## src/rtl/clc_pkg.sv

```systemverilog
// Shared widths, class codes and Luhn helpers for the card number classifier.
package clc_pkg;

  localparam int CARD_W      = 54;
  localparam int NUM_DIGITS  = 17;
  localparam int BCD_W       = 4 * NUM_DIGITS;
  localparam int LUHN_DIGITS = 16;
  localparam int LUHN_PAIRS  = LUHN_DIGITS / 2;
  localparam int SUM_W       = 8;
  localparam int CLASS_W     = 2;

  localparam logic [CLASS_W-1:0] CLASS_INVALID    = 2'd0;
  localparam logic [CLASS_W-1:0] CLASS_AMEX       = 2'd1;
  localparam logic [CLASS_W-1:0] CLASS_MASTERCARD = 2'd2;
  localparam logic [CLASS_W-1:0] CLASS_VISA       = 2'd3;

  typedef struct packed {
    logic [CARD_W-1:0] bin;
    logic [BCD_W-1:0]  bcd;
  } dd_t;

  // Doubled digit with its two decimal digits added: 2d for d < 5, else 2d - 9.
  function automatic logic [3:0] luhn_dbl(input logic [3:0] d);
    logic [4:0] p;
    begin
      p = {d, 1'b0};
      if (d >= 4'd5) begin
        p = p - 5'd9;
      end
      return p[3:0];
    end
  endfunction

  // True when the sum (at most 144) is a multiple of ten.
  function automatic logic luhn_ok(input logic [SUM_W-1:0] s);
    logic hit;
    begin
      hit = 1'b0;
      for (int k = 0; k <= 14; k++) begin
        if (s == SUM_W'(k * 10)) begin
          hit = 1'b1;
        end
      end
      return hit;
    end
  endfunction

endpackage

```

## src/rtl/clc_dd_cell.sv

```systemverilog
// One shift-and-add-3 cell of the binary to decimal conversion chain.
module clc_dd_cell (
  input  logic         clk,
  input  logic         rst,
  input  logic         en,
  input  logic         vld_in,
  input  clc_pkg::dd_t din,
  output logic         vld_out,
  output clc_pkg::dd_t dout
);
  import clc_pkg::*;

  logic [BCD_W-1:0] adj;
  dd_t              dout_next;

  always_comb begin
    adj = din.bcd;
    for (int i = 0; i < NUM_DIGITS; i++) begin
      if (din.bcd[4*i +: 4] >= 4'd5) begin
        adj[4*i +: 4] = din.bcd[4*i +: 4] + 4'd3;
      end
    end
    // shift the top binary bit into the decimal digits
    dout_next.bcd = {adj[BCD_W-2:0], din.bin[CARD_W-1]};
    dout_next.bin = {din.bin[CARD_W-2:0], 1'b0};
  end

  always_ff @(posedge clk) begin
    if (rst) begin
      vld_out <= 1'b0;
    end else if (en) begin
      vld_out <= vld_in;
    end
  end

  always_ff @(posedge clk) begin
    if (en) begin
      dout <= dout_next;
    end
  end

endmodule

```

## config.mk

```make
export PLATFORM = sky130hd
export DESIGN_NAME = clc_dd_cell
export DESIGN_NICKNAME = d
export VERILOG_FILES = /design/src/rtl/clc_pkg.sv /design/src/rtl/clc_dd_cell.sv
export SDC_FILE = /design/constraint.sdc
export NUM_CORES = 1
export LEC_CHECK = 0
export ABC_AREA = 1
export BUFFER_PORTS_ARGS = -buffer_cell sky130_fd_sc_hd__clkbuf_2
export CAP_MARGIN = 5
export CORE_UTILIZATION = 35
export DETAILED_ROUTE_END_ITERATION = 10
export PLACE_DENSITY = 0.73
export SYNTH_ARGS = -nofsm -noshare
export SYNTH_HDL_FRONTEND = slang
export SYNTH_SLANG_ARGS = --single-unit
```

## constraint.sdc

```tcl
create_clock -name clk -period 1.4 [get_ports clk]
set_input_delay 0.28 -clock clk [delete_from_list [all_inputs] [get_ports clk]]
set_output_delay 0.28 -clock clk [all_outputs]
set_load 0.1 [all_outputs]
```

==> results of run 1 <==
per-stage QoR:
step / instances / utilization
detailed placement: 961 / 0.497
global route: 993 / 0.532
floorplan: 491 / -
global placement: 961 / 0.497
finish: 993 / 0.532
CTS: 993 / 0.532
final cells by class:
cell class | count | area (sq um)
flip-flops and latches | 122 | 3650
clock buffers | 23 | 468
fillers | 1398 | 7410
inverters | 81 | 304
clock inverters | 9 | 75.1
repair buffers | 255 | 1940
well taps | 216 | 270
multi-input cells | 287 | 1700
power groups by stage:
stage          logic [mW]  clock network [mW]  registers, mW
2_1_floorplan       0.445                   0           6.98
3_3_place_gp         3.91                   0           4.60
3_5_place_dp         3.95                   0           4.62
4_1_cts              3.95                4.14           4.55
5_1_grt              4.09                4.26           4.58
6_report             3.93                4.02           4.54
kinds of logic (layout without fill, tap and decap cells):
logic type,after synthesis,count (layout),share of synthesized area
AOI/OAI and AO/OA,89,89,0.0929
xor gates and xnor gates,1,1,0.00155
adders and majority gates,34,34,0.0751
buffers and inverters,82,368,0.0550
DFF,122,122,0.645
other,1,1,0.000662
and+or+nand+nor,162,162,0.130
layer usage:
metal  up-vias  wire [microns]  GRT usage
met2       169            6470      0.268
met3        25            1020     0.0557
met5         -               0          0
met1      2028            4710      0.154
met4         0             324     0.0824
li1       2225               -          -
placed cells by master (no fill, tap or decap), types with 4 or more instances in the layout:
master / instances
o21ai_2: 16
nand2_2: 5
ha_1: 34
clkbuf_16: 17
nand3_1: 27
inv_2: 5
edfxtp_1: 121
clkbuf_1: 4
a21oi_1: 23
buf_12: 27
nor2_4: 10
nor2_1: 17
nand2_1: 101
clkbuf_2: 124
inv_1: 76
o21ai_0: 43
clkinv_2: 6
buf_4: 104
a21oi_2: 5
state kept, by name, summed over array words and instances, names as in the netlist:
register	count
vld_out	1
dout	121
final timing paths:
path / from / end / cells after the start
setup / recovery: dout[110] / dout[110] / 1
hold / removal: rst / vld_out / 2
setup reg to reg: vld_out / vld_out / 2
hold reg to reg: vld_out / vld_out / 2
==> impl_results.md, run 1 <==
- Final Hold Viols: 0
- Number of inserted diodes: 0
- Hold_ws: 0.0344 ns
- Largest net degree at the start of global routing: 32
- Critical Path Sink Type: output port
- P_leak: 3.95 nW
- Ports: 249
- List of most frequent post-synthesis cells: edfxtp_1, nand2_1, inv_1, o21ai_0, ha_1
- Syn avg cell area: 11.5 sq um
- Worst path top cell family by delay: flip-flops
- Tmin final: 1.33 ns
- # rows: 46
- Die Width: 129 microns
- Peak VDD IR: 0.739 mV
- Main synth FF type: edfxtp_1
- RD Place Congestion: 0.815
- Clock power share: 0.322
- Max clock buf depth: 2
- Slew Viols, Final: 0
- Main area contributors after synthesis: edfxtp_1, ha_1, nand2_1
- Critical-path cell list: buf_4
- Sequential share of the synthesized area: 0.645
- Initial Utilization: 0.358
- Synth top area share: 0.641
- Syn. warnings: 0
- Net Sw Power: 4.66 mW
- #FFs+latches synth: 122
- Core ar.: 15800 sq um
- CTS sink count: 122
- CP arrival: 1.05 ns
- Vias in the first global route: 4120
- Vias: 4447
- Mapped Area: 5670 sq um
- Share of cells above drive strength 1: 0.418
- Share of power burned in combinational logic: 0.315
- Unrepaired setup endpoints after global routing: no
- Worst Path Required: 1.12 ns
- Routed WL: 12500 microns
- Slowest-stage cell, CP: edfxtp_1
- Initial DRT Pass Iterations: 4
- Fmax achieved: 751 MHz
- Area Growth Syn to Fin: 48.5%
- Tcrit/Tclk final: 0.952
- Max-Cap Viols: 0
- Average wire per cell in the routed design: 12.6 microns
- CTS tree: yes
- Resize count post-CTS: 0
- Placement-stage cell area: 7870 sq um
- Seq pwr share: 0.364
- Tot GR Track Use: 0.151
- Total grt overflow: 0
- Setup TNS: 0 ns
- Power Density: 1480 nW/um^2
- Via density: 4.48
- Critical Path Source Type: flop
- Final setup viols: 0
- H-tree levels: 4
- Post-route cell area: 8420 sq um
- # DRC: 0
- Setup Fix Bufs, Post-CTS: 0
- Mapped Nets: 651
- Sw Share: 0.373
- 1st-iter DRT viols: 240
- Hold Path Class: input port to flop
- Port Buffers: 247
- Critical path class: flop to output port
- Worst skew pair latency: 0.40 ns
- Distinct cell type count after synthesis: 21
- Max incr delay on CP: 0.35 ns
- Initial antenna violation count: 0
- Die area: 16700 sq um
- Int Power: 7.82 mW
- Root buffer cell: clkbuf_16
- Crit-path max FO: 1
- Die Span Y: 129 microns
- Hold_buf cts: 0
- PnR worst setup slack: 0.0677 ns
- Worst Skew: 0 ns
- WP buf/inv: 1
- Status: finished clean
- DP Worst Slack: 0.0650 ns
- CTS buffer count: 17
- First-pass GRT wire length: 19000 microns
- Post-route ant nets: 0
- Syn Inst Count: 491
- Post-synth EDFFs: 121
- Asr flop ratio synth: 0
- Tot Pwr: 12.5 mW
- Final Net Count: 924
- Clock transition at path regs: 0.05 ns
- R2R setup slack: 0.80 ns
- Cell with the most instances after synthesis: edfxtp_1
- Post-synth top area cell: edfxtp_1
- Dpl hpwl: 9840 microns
Note: power is estimated with default switching activity, not from simulation.
==> run 2: changes to the inputs <==
--- a/config.mk
+++ b/config.mk
@@ -11,6 +11,7 @@
 export CORE_UTILIZATION = 35
 export DETAILED_ROUTE_END_ITERATION = 10
 export PLACE_DENSITY = 0.73
+export RECOVER_POWER = 50
 export SYNTH_ARGS = -nofsm -noshare
 export SYNTH_HDL_FRONTEND = slang
 export SYNTH_SLANG_ARGS = --single-unit
==> run 2 against run 1 <==
Effect of this change: clock skew did not move; worst setup slack better by 0.0011 ns; flip-flop and latch count stayed put; total power is 0.23% lower; core utilization shrank 0.54 points; sequential power about the same; sequential share of layout area is 0.44 points higher; final cell count unchanged; critical endpoint unchanged.
==> impl_results.md, run 2 (synthesis gave the netlist of run 1 again) <==
- Die Width: 129 microns (unchanged)
- Die Span Y: 129 microns (unchanged)
- Most common cell after layout, fill and taps aside: edfxtp_1 (was clkbuf_2)
- Worst Path Required: 1.12 ns (about the same)
- Initial Utilization: 0.358 (unchanged)
- Power Density: 1500 nW/um^2 (was 1480 nW/um^2)
- Reg2reg path depth: 2 (unchanged)
- Reg2reg end: vld_out (unchanged)
- Tot Pwr: 12.5 mW (about the same)
- Ports: 249 (unchanged)
- # rows: 46 (unchanged)
- Fmax achieved: 751 MHz (about the same)
- RR Startpoint: vld_out (unchanged)
- Critical Path Sink Type: output port (unchanged)
- Slowest-stage cell, CP: edfxtp_1 (unchanged)
- P_leak: 3.89 nW (was 3.95 nW)
- Critical Path Source Type: flop (unchanged)
- Worst Skew: 0 ns (unchanged)
- Slew headroom: 0.619
- Resize count post-CTS: 0 (unchanged)
- Share of cells above drive strength 1: 0.403 (was 0.418)
- Tmin final: 1.33 ns (about the same)
- Worst-margin pin slew: 0.572 ns
- Average wire per cell in the routed design: 12.6 microns (about the same)
- Final setup viols: 0 (unchanged)
- Hold_buf cts: 0 (unchanged)
- Post-route ant nets: 0 (unchanged)
- # DRC: 0 (unchanged)
- Via density: 4.46 (was 4.48)
- 1st-iter DRT viols: 271 (was 240)
- Dpl hpwl: 9840 microns (unchanged)
- Crit-path max FO: 1 (unchanged)
- Hold Path Class: input port to flop (unchanged)
- Hold path depth: 2 (unchanged)
- First-pass GRT wire length: 19000 microns (unchanged)
- Worst hold path startpoint: rst (unchanged)
- Max-Cap Viols: 0 (unchanged)
- Largest registers: dout x121, vld_out x1 (unchanged)
- Status: finished clean (unchanged)
- CTS tree: yes (unchanged)
- Setup Fix Bufs, Post-CTS: 0 (unchanged)
- Hold_ws: 0.0354 ns (was 0.0344 ns)
- Critical-path cell list: buf_4 (unchanged)
- CTS sink count: 122 (unchanged)
- Setup TNS: 0 ns (unchanged)
- Most flop-heavy register: dout (unchanged)
- Worst skew pair latency: 0.40 ns (about the same)
- Tot GR Track Use: 0.151 (unchanged)
- Port Buffers: 247 (unchanged)
- Max clock buf depth: 2 (unchanged)
- Peak VDD IR: 0.735 mV (was 0.739 mV)
- Area Growth Syn to Fin: 47.0% (was 48.5%)
- Most frequent cells in the layout: edfxtp_1, clkbuf_2, nand2_1, buf_4, inv_1 (was clkbuf_2, edfxtp_1, buf_4, nand2_1, inv_1)
- WP buf/inv: 1 (unchanged)
- CTS buffer count: 17 (unchanged)
- Root buffer cell: clkbuf_16 (unchanged)
- Worst hold path endpoint: vld_out (unchanged)
- Slew Viols, Final: 0 (unchanged)
- Worst path top cell family by delay: flip-flops (unchanged)
- Vias: 4429 (was 4447)
- Vias in the first global route: 4120 (unchanged)
- Total grt overflow: 0 (unchanged)
- H-tree levels: 4 (unchanged)
- Tcrit/Tclk final: 0.951 (was 0.952)
- Fill cells: 1409 (was 1398)
- RD Place Congestion: 0.815 (unchanged)
- Final Net Count: 924 (unchanged)
- Core ar.: 15800 sq um (unchanged)
- Routed WL: 12500 microns (about the same)
- Clock transition at path regs: 0.05 ns (about the same)
- CP arrival: 1.05 ns (about the same)
- Largest register FFs: 121 (unchanged)
- Initial DRT Pass Iterations: 4 (unchanged)
- Die area: 16700 sq um (unchanged)
- Largest net degree at the start of global routing: 32 (unchanged)
- R2R setup slack: 0.79 ns (was 0.80 ns)
- Unrepaired setup endpoints after global routing: no (unchanged)
- Max incr delay on CP: 0.35 ns (about the same)
- Final Hold Viols: 0 (unchanged)
- Number of inserted diodes: 0 (unchanged)
- Critical path class: flop to output port (unchanged)
- Initial antenna violation count: 0 (unchanged)
run 2: changes by cell type in the layout (fill, tap and decap cells not counted), sizes merged:
cell | before | now
buf | 131 | 122
clkbuf | 147 | 156
run 2: through the flow:
step           cell area (sq um)  setup WS [ns]  instances  utilization
6_report                    8330         0.0688        993        0.526
5_1_grt                     8330         0.0246        993        0.526
2_1_floorplan               5670          0.119        491            -
3_5_place_dp                7870         0.0650        961        0.497
4_1_cts                     8420         0.0293        993        0.532
3_3_place_gp                7870          0.102        961        0.497
run 2: cell type report:
class	instances	area, sq um	area share
repair buffers	255	1860	0.223
clock inverters	9	75.1	0.00901
flip-flops and latches	122	3650	0.439
clock buffers	23	468	0.0562
well taps	216	270	0.0324
inverters	81	304	0.0365
multi-input cells	287	1700	0.204
run 2: layer usage:
| metal | up-vias | wire, microns | global-route usage |
|---|---|---|---|
| li1 | 2222 | - | - |
| met1 | 2030 | 4730 | 0.154 |
| met2 | 154 | 6450 | 0.268 |
| met3 | 23 | 1020 | 0.0557 |
| met4 | 0 | 310 | 0.0824 |
| met5 | - | 0 | 0 |
run 2: worst max-delay path by stage:
stage	startpoint	endpoint	slack (ns)	cells past startpoint
after floorplan	vld_out	vld_out	0.12	2
after global placement	din[24]	dout[26]	0.10	7
after detailed placement	din[16]	dout[17]	0.07	8
after CTS	dout[56]	dout[56]	0.03	1
after global routing	dout[56]	dout[56]	0.02	1
final	dout[110]	dout[110]	0.07	1
run 2: power by group:
group,internal [mW],switching (mW)
Clock,2.51,1.50
Sequential,4.42,0.122
Combinational,0.866,3.03
