===== config.mk =====
export PLATFORM = sky130hd
export DESIGN_NAME = clc_classify
export DESIGN_NICKNAME = d
export VERILOG_FILES = /design/src/rtl/clc_pkg.sv /design/src/rtl/clc_classify.sv
export SDC_FILE = /design/constraint.sdc
export NUM_CORES = 1
export LEC_CHECK = 0
export BUFFER_PORTS_ARGS = -buffer_cell sky130_fd_sc_hd__buf_4
export CAP_MARGIN = 0
export CORE_MARGIN = 2
export CORE_UTILIZATION = 40
export CTS_CLUSTER_DIAMETER = 60
export DETAILED_ROUTE_END_ITERATION = 10
export PLACE_DENSITY_LB_ADDON = 0.3
export SETUP_SLACK_MARGIN = 0.4
export SYNTH_ARGS = -nofsm -noshare
export SYNTH_HDL_FRONTEND = slang
export SYNTH_SLANG_ARGS = --single-unit

===== constraint.sdc =====
create_clock -name clk -period 14.7 [get_ports clk]
set_clock_uncertainty 0.1 [all_clocks]
set_input_delay 2.94 -clock clk [delete_from_list [all_inputs] [get_ports clk]]
set_output_delay 2.94 -clock clk [all_outputs]
set_load 0.005 [all_outputs]

===== src/rtl/clc_pkg.sv =====
// Shared widths, class codes and Luhn helpers for the card number classifier.
package clc_pkg;

  localparam int CARD_W      = 54;
  localparam int NUM_DIGITS  = 17;
  localparam int BCD_W       = 4 * NUM_DIGITS;
  localparam int LUHN_DIGITS = 16;
  localparam int LUHN_PAIRS  = LUHN_DIGITS / 2;
  localparam int SUM_W       = 8;
  localparam int CLASS_W     = 2;

  localparam logic [CLASS_W-1:0] CLASS_INVALID    = 2'd0;
  localparam logic [CLASS_W-1:0] CLASS_AMEX       = 2'd1;
  localparam logic [CLASS_W-1:0] CLASS_MASTERCARD = 2'd2;
  localparam logic [CLASS_W-1:0] CLASS_VISA       = 2'd3;

  typedef struct packed {
    logic [CARD_W-1:0] bin;
    logic [BCD_W-1:0]  bcd;
  } dd_t;

  // Doubled digit with its two decimal digits added: 2d for d < 5, else 2d - 9.
  function automatic logic [3:0] luhn_dbl(input logic [3:0] d);
    logic [4:0] p;
    begin
      p = {d, 1'b0};
      if (d >= 4'd5) begin
        p = p - 5'd9;
      end
      return p[3:0];
    end
  endfunction

  // True when the sum (at most 144) is a multiple of ten.
  function automatic logic luhn_ok(input logic [SUM_W-1:0] s);
    logic hit;
    begin
      hit = 1'b0;
      for (int k = 0; k <= 14; k++) begin
        if (s == SUM_W'(k * 10)) begin
          hit = 1'b1;
        end
      end
      return hit;
    end
  endfunction

endpackage


===== src/rtl/clc_classify.sv =====
// Length check, brand match and Luhn digit sum over the decimal digits.
module clc_classify (
  input  logic                        clk,
  input  logic                        rst,
  input  logic                        en,
  input  logic                        vld_in,
  input  logic [clc_pkg::BCD_W-1:0]   bcd,
  output logic                        vld_out,
  output logic [clc_pkg::SUM_W-1:0]   sum,
  output logic [clc_pkg::CLASS_W-1:0] brand
);
  import clc_pkg::*;

  logic [3:0]       dg [0:NUM_DIGITS-1];
  logic [4:0]       pair [0:LUHN_PAIRS-1];
  logic [SUM_W-1:0] sum_next;
  logic [CLASS_W-1:0] brand_next;
  logic len16, len15, len13;

  always_comb begin
    for (int i = 0; i < NUM_DIGITS; i++) begin
      dg[i] = bcd[4*i +: 4];
    end
    for (int j = 0; j < LUHN_PAIRS; j++) begin
      pair[j] = {1'b0, dg[2*j]} + {1'b0, luhn_dbl(dg[2*j+1])};
    end
    sum_next = '0;
    for (int j = 0; j < LUHN_PAIRS; j++) begin
      sum_next = sum_next + SUM_W'(pair[j]);
    end
  end

  always_comb begin
    // seventeen digits is out of range, fourteen is not a card length
    len16 = (dg[16] == 4'd0) && (dg[15] != 4'd0);
    len15 = (dg[16] == 4'd0) && (dg[15] == 4'd0) && (dg[14] != 4'd0);
    len13 = (dg[16] == 4'd0) && (dg[15] == 4'd0) && (dg[14] == 4'd0)
            && (dg[13] == 4'd0) && (dg[12] != 4'd0);
    brand_next = CLASS_INVALID;
    if (len15 && dg[14] == 4'd3 && (dg[13] == 4'd4 || dg[13] == 4'd7)) begin
      brand_next = CLASS_AMEX;
    end else if (len16 && dg[15] == 4'd5 && dg[14] >= 4'd1 && dg[14] <= 4'd5) begin
      brand_next = CLASS_MASTERCARD;
    end else if ((len16 && dg[15] == 4'd4) || (len13 && dg[12] == 4'd4)) begin
      brand_next = CLASS_VISA;
    end
  end

  always_ff @(posedge clk) begin
    if (rst) begin
      vld_out <= 1'b0;
    end else if (en) begin
      vld_out <= vld_in;
    end
  end

  always_ff @(posedge clk) begin
    if (en) begin
      sum   <= sum_next;
      brand <= brand_next;
    end
  end

endmodule


==> impl_results.html <==
<table>
<tr><th>Metric</th><th>Value</th></tr>
<tr><th colspan="2">Critical path</th></tr>
<tr><td>Category of cells accounting for the largest share of critical-path delay</td><td>adder cells</td></tr>
<tr><td>Worst-path cell chain</td><td>buf_4 -&gt; ha_1 -&gt; nand2b_1 -&gt; a21oi_1 -&gt; o21ai_0 -&gt; fa_1 -&gt; inv_1 -&gt; fa_1 -&gt; inv_1 -&gt; fa_1 -&gt; fa_1 -&gt; fa_1 -&gt; inv_1 -&gt; fa_1 -&gt; inv_1 -&gt; ha_1 -&gt; inv_1 -&gt; fa_1 -&gt; nor2b_1 -&gt; o21ai_0 -&gt; nand2_1 -&gt; xor2_1</td></tr>
<tr><td>Count of cells along the worst register-to-register path</td><td>2</td></tr>
<tr><td>Type of the worst setup path</td><td>input port to register</td></tr>
<tr><td>Max stage delay cell, worst path</td><td>fa_1</td></tr>
<tr><td>CP Data Required Time</td><td>14.59 ns</td></tr>
<tr><td>Worst Setup Start Kind</td><td>input port</td></tr>
<tr><td>Buffers &amp; Inverters on Critical Path</td><td>6</td></tr>
<tr><td>Cell with the most instances on the worst path</td><td>fa_1</td></tr>
<tr><td>Signal arrival time at the worst endpoint</td><td>8.19 ns</td></tr>
<tr><td>Maximum fanout count along the critical path</td><td>5</td></tr>
<tr><td>Slowest Stage Delay on Critical Path</td><td>0.57 ns</td></tr>
<tr><td>CP Depth</td><td>22</td></tr>
<tr><td>Sort of element at the end of the critical path</td><td>register</td></tr>
<tr><th colspan="2">Power and ir drop</th></tr>
<tr><td>Peak VDD IR</td><td>0.218 mV</td></tr>
<tr><td>Seq pwr share</td><td>0.115</td></tr>
<tr><td>Power density normalized to cell area</td><td>279 nW/um^2</td></tr>
<tr><td>Combinational group share of total power</td><td>0.855</td></tr>
<tr><td>Leakage power summed over all cells</td><td>0.00186 uW</td></tr>
<tr><td>Switching power share of the total</td><td>0.462</td></tr>
<tr><td>Proportion of power drawn by the clock network</td><td>0.030</td></tr>
<tr><td>Switching power total</td><td>452 uW</td></tr>
<tr><td>Internal Power</td><td>527 uW</td></tr>
<tr><th colspan="2">Routing</th></tr>
<tr><td>Via count</td><td>2084</td></tr>
<tr><td>Via-to-Cell Ratio</td><td>4.55</td></tr>
<tr><td>Post-detailed-routing wire length</td><td>5150 um</td></tr>
<tr><td>Per-cell routed wire length</td><td>11.3 um</td></tr>
<tr><td>Routed Antenna Nets</td><td>0</td></tr>
<tr><td>Initial detailed-routing violation count</td><td>40</td></tr>
<tr><td>Count of TritonRoute iterations in the first routing pass</td><td>4</td></tr>
<tr><td>DRC Markers</td><td>0</td></tr>
<tr><th colspan="2">Die</th></tr>
<tr><td>Die width</td><td>86.8 um</td></tr>
<tr><td>Initial core utilization</td><td>0.408</td></tr>
<tr><td>IO Pins</td><td>83</td></tr>
<tr><td>Core outline area</td><td>6720 um^2</td></tr>
<tr><td>Height of the chip</td><td>86.8 um</td></tr>
<tr><td>Die area</td><td>about 7500 um^2</td></tr>
<tr><td>Std-Cell Rows</td><td>30</td></tr>
<tr><th colspan="2">Timing</th></tr>
<tr><td>Unrepaired setup endpoints after global routing</td><td>no</td></tr>
<tr><td>Total Negative Setup Slacks</td><td>0 ns</td></tr>
<tr><td>Post-route fraction of the period consumed by the critical path</td><td>0.565</td></tr>
<tr><td>Max-slew violation count</td><td>0</td></tr>
<tr><td>Remaining max-slew budget at the tightest pin</td><td>0.671</td></tr>
<tr><td>Final Hold Viols</td><td>0</td></tr>
<tr><td>Minimum period implied by the final worst setup slack</td><td>a little over 8 ns</td></tr>
<tr><td>Highest clock frequency the design can meet</td><td>120 MHz</td></tr>
<tr><td>Worst hold-check slack</td><td>between 0.4 and 0.5 ns</td></tr>
<tr><td>Slew @ Worst Pin</td><td>0.487 ns</td></tr>
<tr><td>Final setup vio count</td><td>0</td></tr>
<tr><th colspan="2">Global route</th></tr>
<tr><td>Wire length of the first global-routing pass</td><td>8560 um</td></tr>
<tr><td>Pin count of the biggest net entering global routing</td><td>12</td></tr>
<tr><td>Number of antenna violations at the first check in global routing</td><td>0</td></tr>
<tr><td>Tot GR Track Use</td><td>0.143</td></tr>
<tr><td>GRT overflow</td><td>0</td></tr>
<tr><td>Number of global-route vias before repair</td><td>2062</td></tr>
<tr><th colspan="2">Run status</th></tr>
<tr><td>Outcome</td><td>finished, final reports clean</td></tr>
<tr><th colspan="2">Synth</th></tr>
<tr><td>Synthesized instance count</td><td>approximately 290</td></tr>
<tr><td>Cell area after synthesis</td><td>between 2000 and 3000 um^2</td></tr>
<tr><td>Sequential-to-total area share from yosys stat</td><td>0.117</td></tr>
<tr><td>Avg Synthesized Cell Area</td><td>9.39 um^2</td></tr>
<tr><td>Number of distinct standard cells referenced by the synthesized netlist</td><td>29</td></tr>
<tr><td>#FFs+latches synth</td><td>11</td></tr>
<tr><td>Net Count, Synth</td><td>452</td></tr>
<tr><td>Count of yosys warnings during synthesis</td><td>0</td></tr>
<tr><th colspan="2">Layout</th></tr>
<tr><td>Most frequent standard cell in the layout excluding fill and tap cells</td><td>inv_1</td></tr>
<tr><td>Area growth syn-to-layout</td><td>27.8%</td></tr>
<tr><td>Share of final-layout standard cells stronger than drive strength 1</td><td>0.235</td></tr>
<tr><td>Inserted Diodes</td><td>0</td></tr>
<tr><td>Area of the multi-input gates</td><td>2070 um^2</td></tr>
<tr><td>Sequential cell area in the final layout</td><td>320 um^2</td></tr>
<tr><td>Net total in the final layout</td><td>539</td></tr>
<tr><td>Filler cell count</td><td>643</td></tr>
<tr><td>Commonest cells after routing, fill and taps aside</td><td>93 x inv_1, 82 x buf_4, 50 x fa_1</td></tr>
<tr><th colspan="2">CTS</th></tr>
<tr><td>CTS H-tree depth</td><td>1</td></tr>
<tr><td>Root buffer selected by CTS</td><td>clkbuf_8</td></tr>
<tr><td>Clock buffer depth</td><td>2</td></tr>
<tr><td>Num Clock Sinks</td><td>11</td></tr>
<tr><td>CTS tree</td><td>done</td></tr>
<tr><td>Hold buffer count at CTS</td><td>0</td></tr>
<tr><td>Count of cells resized by post-cts repair</td><td>0</td></tr>
<tr><td>Clock slew seen by the registers of the worst setup and hold paths</td><td>roughly 0.050 ns</td></tr>
<tr><td>Post-CTS Setup Inserts</td><td>0</td></tr>
<tr><td>Number of buffers inserted during clock tree synthesis</td><td>3</td></tr>
<tr><td>Insertion delay to the later sink of the worst-skew pair</td><td>~0.24 ns</td></tr>
<tr><th colspan="2">Place</th></tr>
<tr><td>Post-detail-place hpwl</td><td>roughly 5000 um</td></tr>
<tr><td>GPL Wtd Cong</td><td>0.758</td></tr>
<tr><td># port buffers</td><td>a little over 80</td></tr>
<tr><th colspan="2">Hold path</th></tr>
<tr><td>Worst hold-check path type</td><td>register to register</td></tr>
<tr><td>Hold depth</td><td>2</td></tr>
<tr><th colspan="2">Flow run</th></tr>
<tr><td>Max-cap violations</td><td>0</td></tr>
</table>
==> sequential cells by signal, indices dropped and copies added (netlist names) <==
signal and count:
sum 8, brand 2, vld_out 1
==> power groups by stage <==
stage	registers, uW	logic (uW)	clock network [uW]
after floorplan	116	673	0
after global placement	114	829	0
after detailed placement	114	860	0
after CTS	113	863	29.9
after global routing	114	1010	31.8
final	113	837	29.3
==> layer usage <==
layer / track usage / share of wire
met1: 0.188 / 0.44
met2: 0.260 / 0.50
met3: 0.0152 / 0.051
met4: 0.0185 / 0.0052
met5: 0 / 0
==> cells in the mapped netlist, drive strengths merged <==
| cell | instances | area (um^2) |
|---|---|---|
| a21oi | 18 | 90.1 |
| a31o | 1 | 8.76 |
| a31oi | 1 | 6.26 |
| and4b | 1 | 10.0 |
| dfxtp | 1 | 20.0 |
| edfxtp | 10 | 300 |
| fa | 50 | 1000 |
| ha | 38 | 475 |
| inv | 93 | 349 |
| mux2i | 4 | 40.0 |
| nand2 | 21 | 81.3 |
| nand2b | 8 | 50.1 |
| nand3 | 1 | 5.00 |
| nand3b | 1 | 7.51 |
| nor2 | 13 | 56.3 |
| nor2b | 2 | 12.5 |
| nor3 | 1 | 5.00 |
| nor3b | 3 | 22.5 |
| nor4b | 2 | 17.5 |
| o211ai | 2 | 15.0 |
| o21ai | 4 | 20.0 |
| o21bai | 1 | 7.51 |
| or3 | 1 | 6.26 |
| or4 | 1 | 11.3 |
| xnor2 | 12 | 105 |
| xor2 | 2 | 17.5 |
==> area by class of cell <==
class | count | area share
multi-input combinational | 188 | 0.591
sequential | 11 | 0.0914
inverter | 93 | 0.0996
timing repair buffer | 82 | 0.176
clock buffer | 3 | 0.0118
clock inverter | 1 | 0.00143
tap | 80 | 0.0286
==> cell families after synthesis <==
kind of cell | share of synthesized area
adder cells (fa/ha/maj) | 0.539
flip-flops | 0.117
buffers and inverters | 0.127
multiplexers | 0.0146
XOR/XNOR | 0.0447
AO/OA/AOI/OAI | 0.0539
AND/OR/NAND/NOR | 0.104
==> worst paths after layout <==
path | from | endpoint | slack [ns]
setup reg to reg | vld_out$_SDFFE_PP0P_ | vld_out$_SDFFE_PP0P_ | 14.01
hold reg to reg | vld_out$_SDFFE_PP0P_ | vld_out$_SDFFE_PP0P_ | 0.40
hold / removal | vld_out$_SDFFE_PP0P_ | vld_out$_SDFFE_PP0P_ | 0.40
setup / recovery | bcd[12] | sum[6]$_DFFE_PP_ | 6.40
==> tightest hold or removal path: cells and delay by family (launching register included) <==
kind	cells	cell delay, ns
flops	1	0.33
mux	1	0.07
simple gates	1	0.07
==> per-stage QoR <==
stage / setup slack, ns / total power (uW) / instances / util / area [um^2]
floorplan: 6.50 / 789 / 292 / - / 2740
global placement: 6.22 / 942 / 454 / 0.515 / 3460
detailed placement: 6.09 / 973 / 454 / 0.515 / 3460
CTS: 6.36 / 1010 / 458 / 0.521 / 3500
global route: 5.99 / 1160 / 458 / 0.521 / 3500
finish: 6.40 / 979 / 458 / 0.521 / 3500
Note: power is estimated with default switching activity, not from simulation.
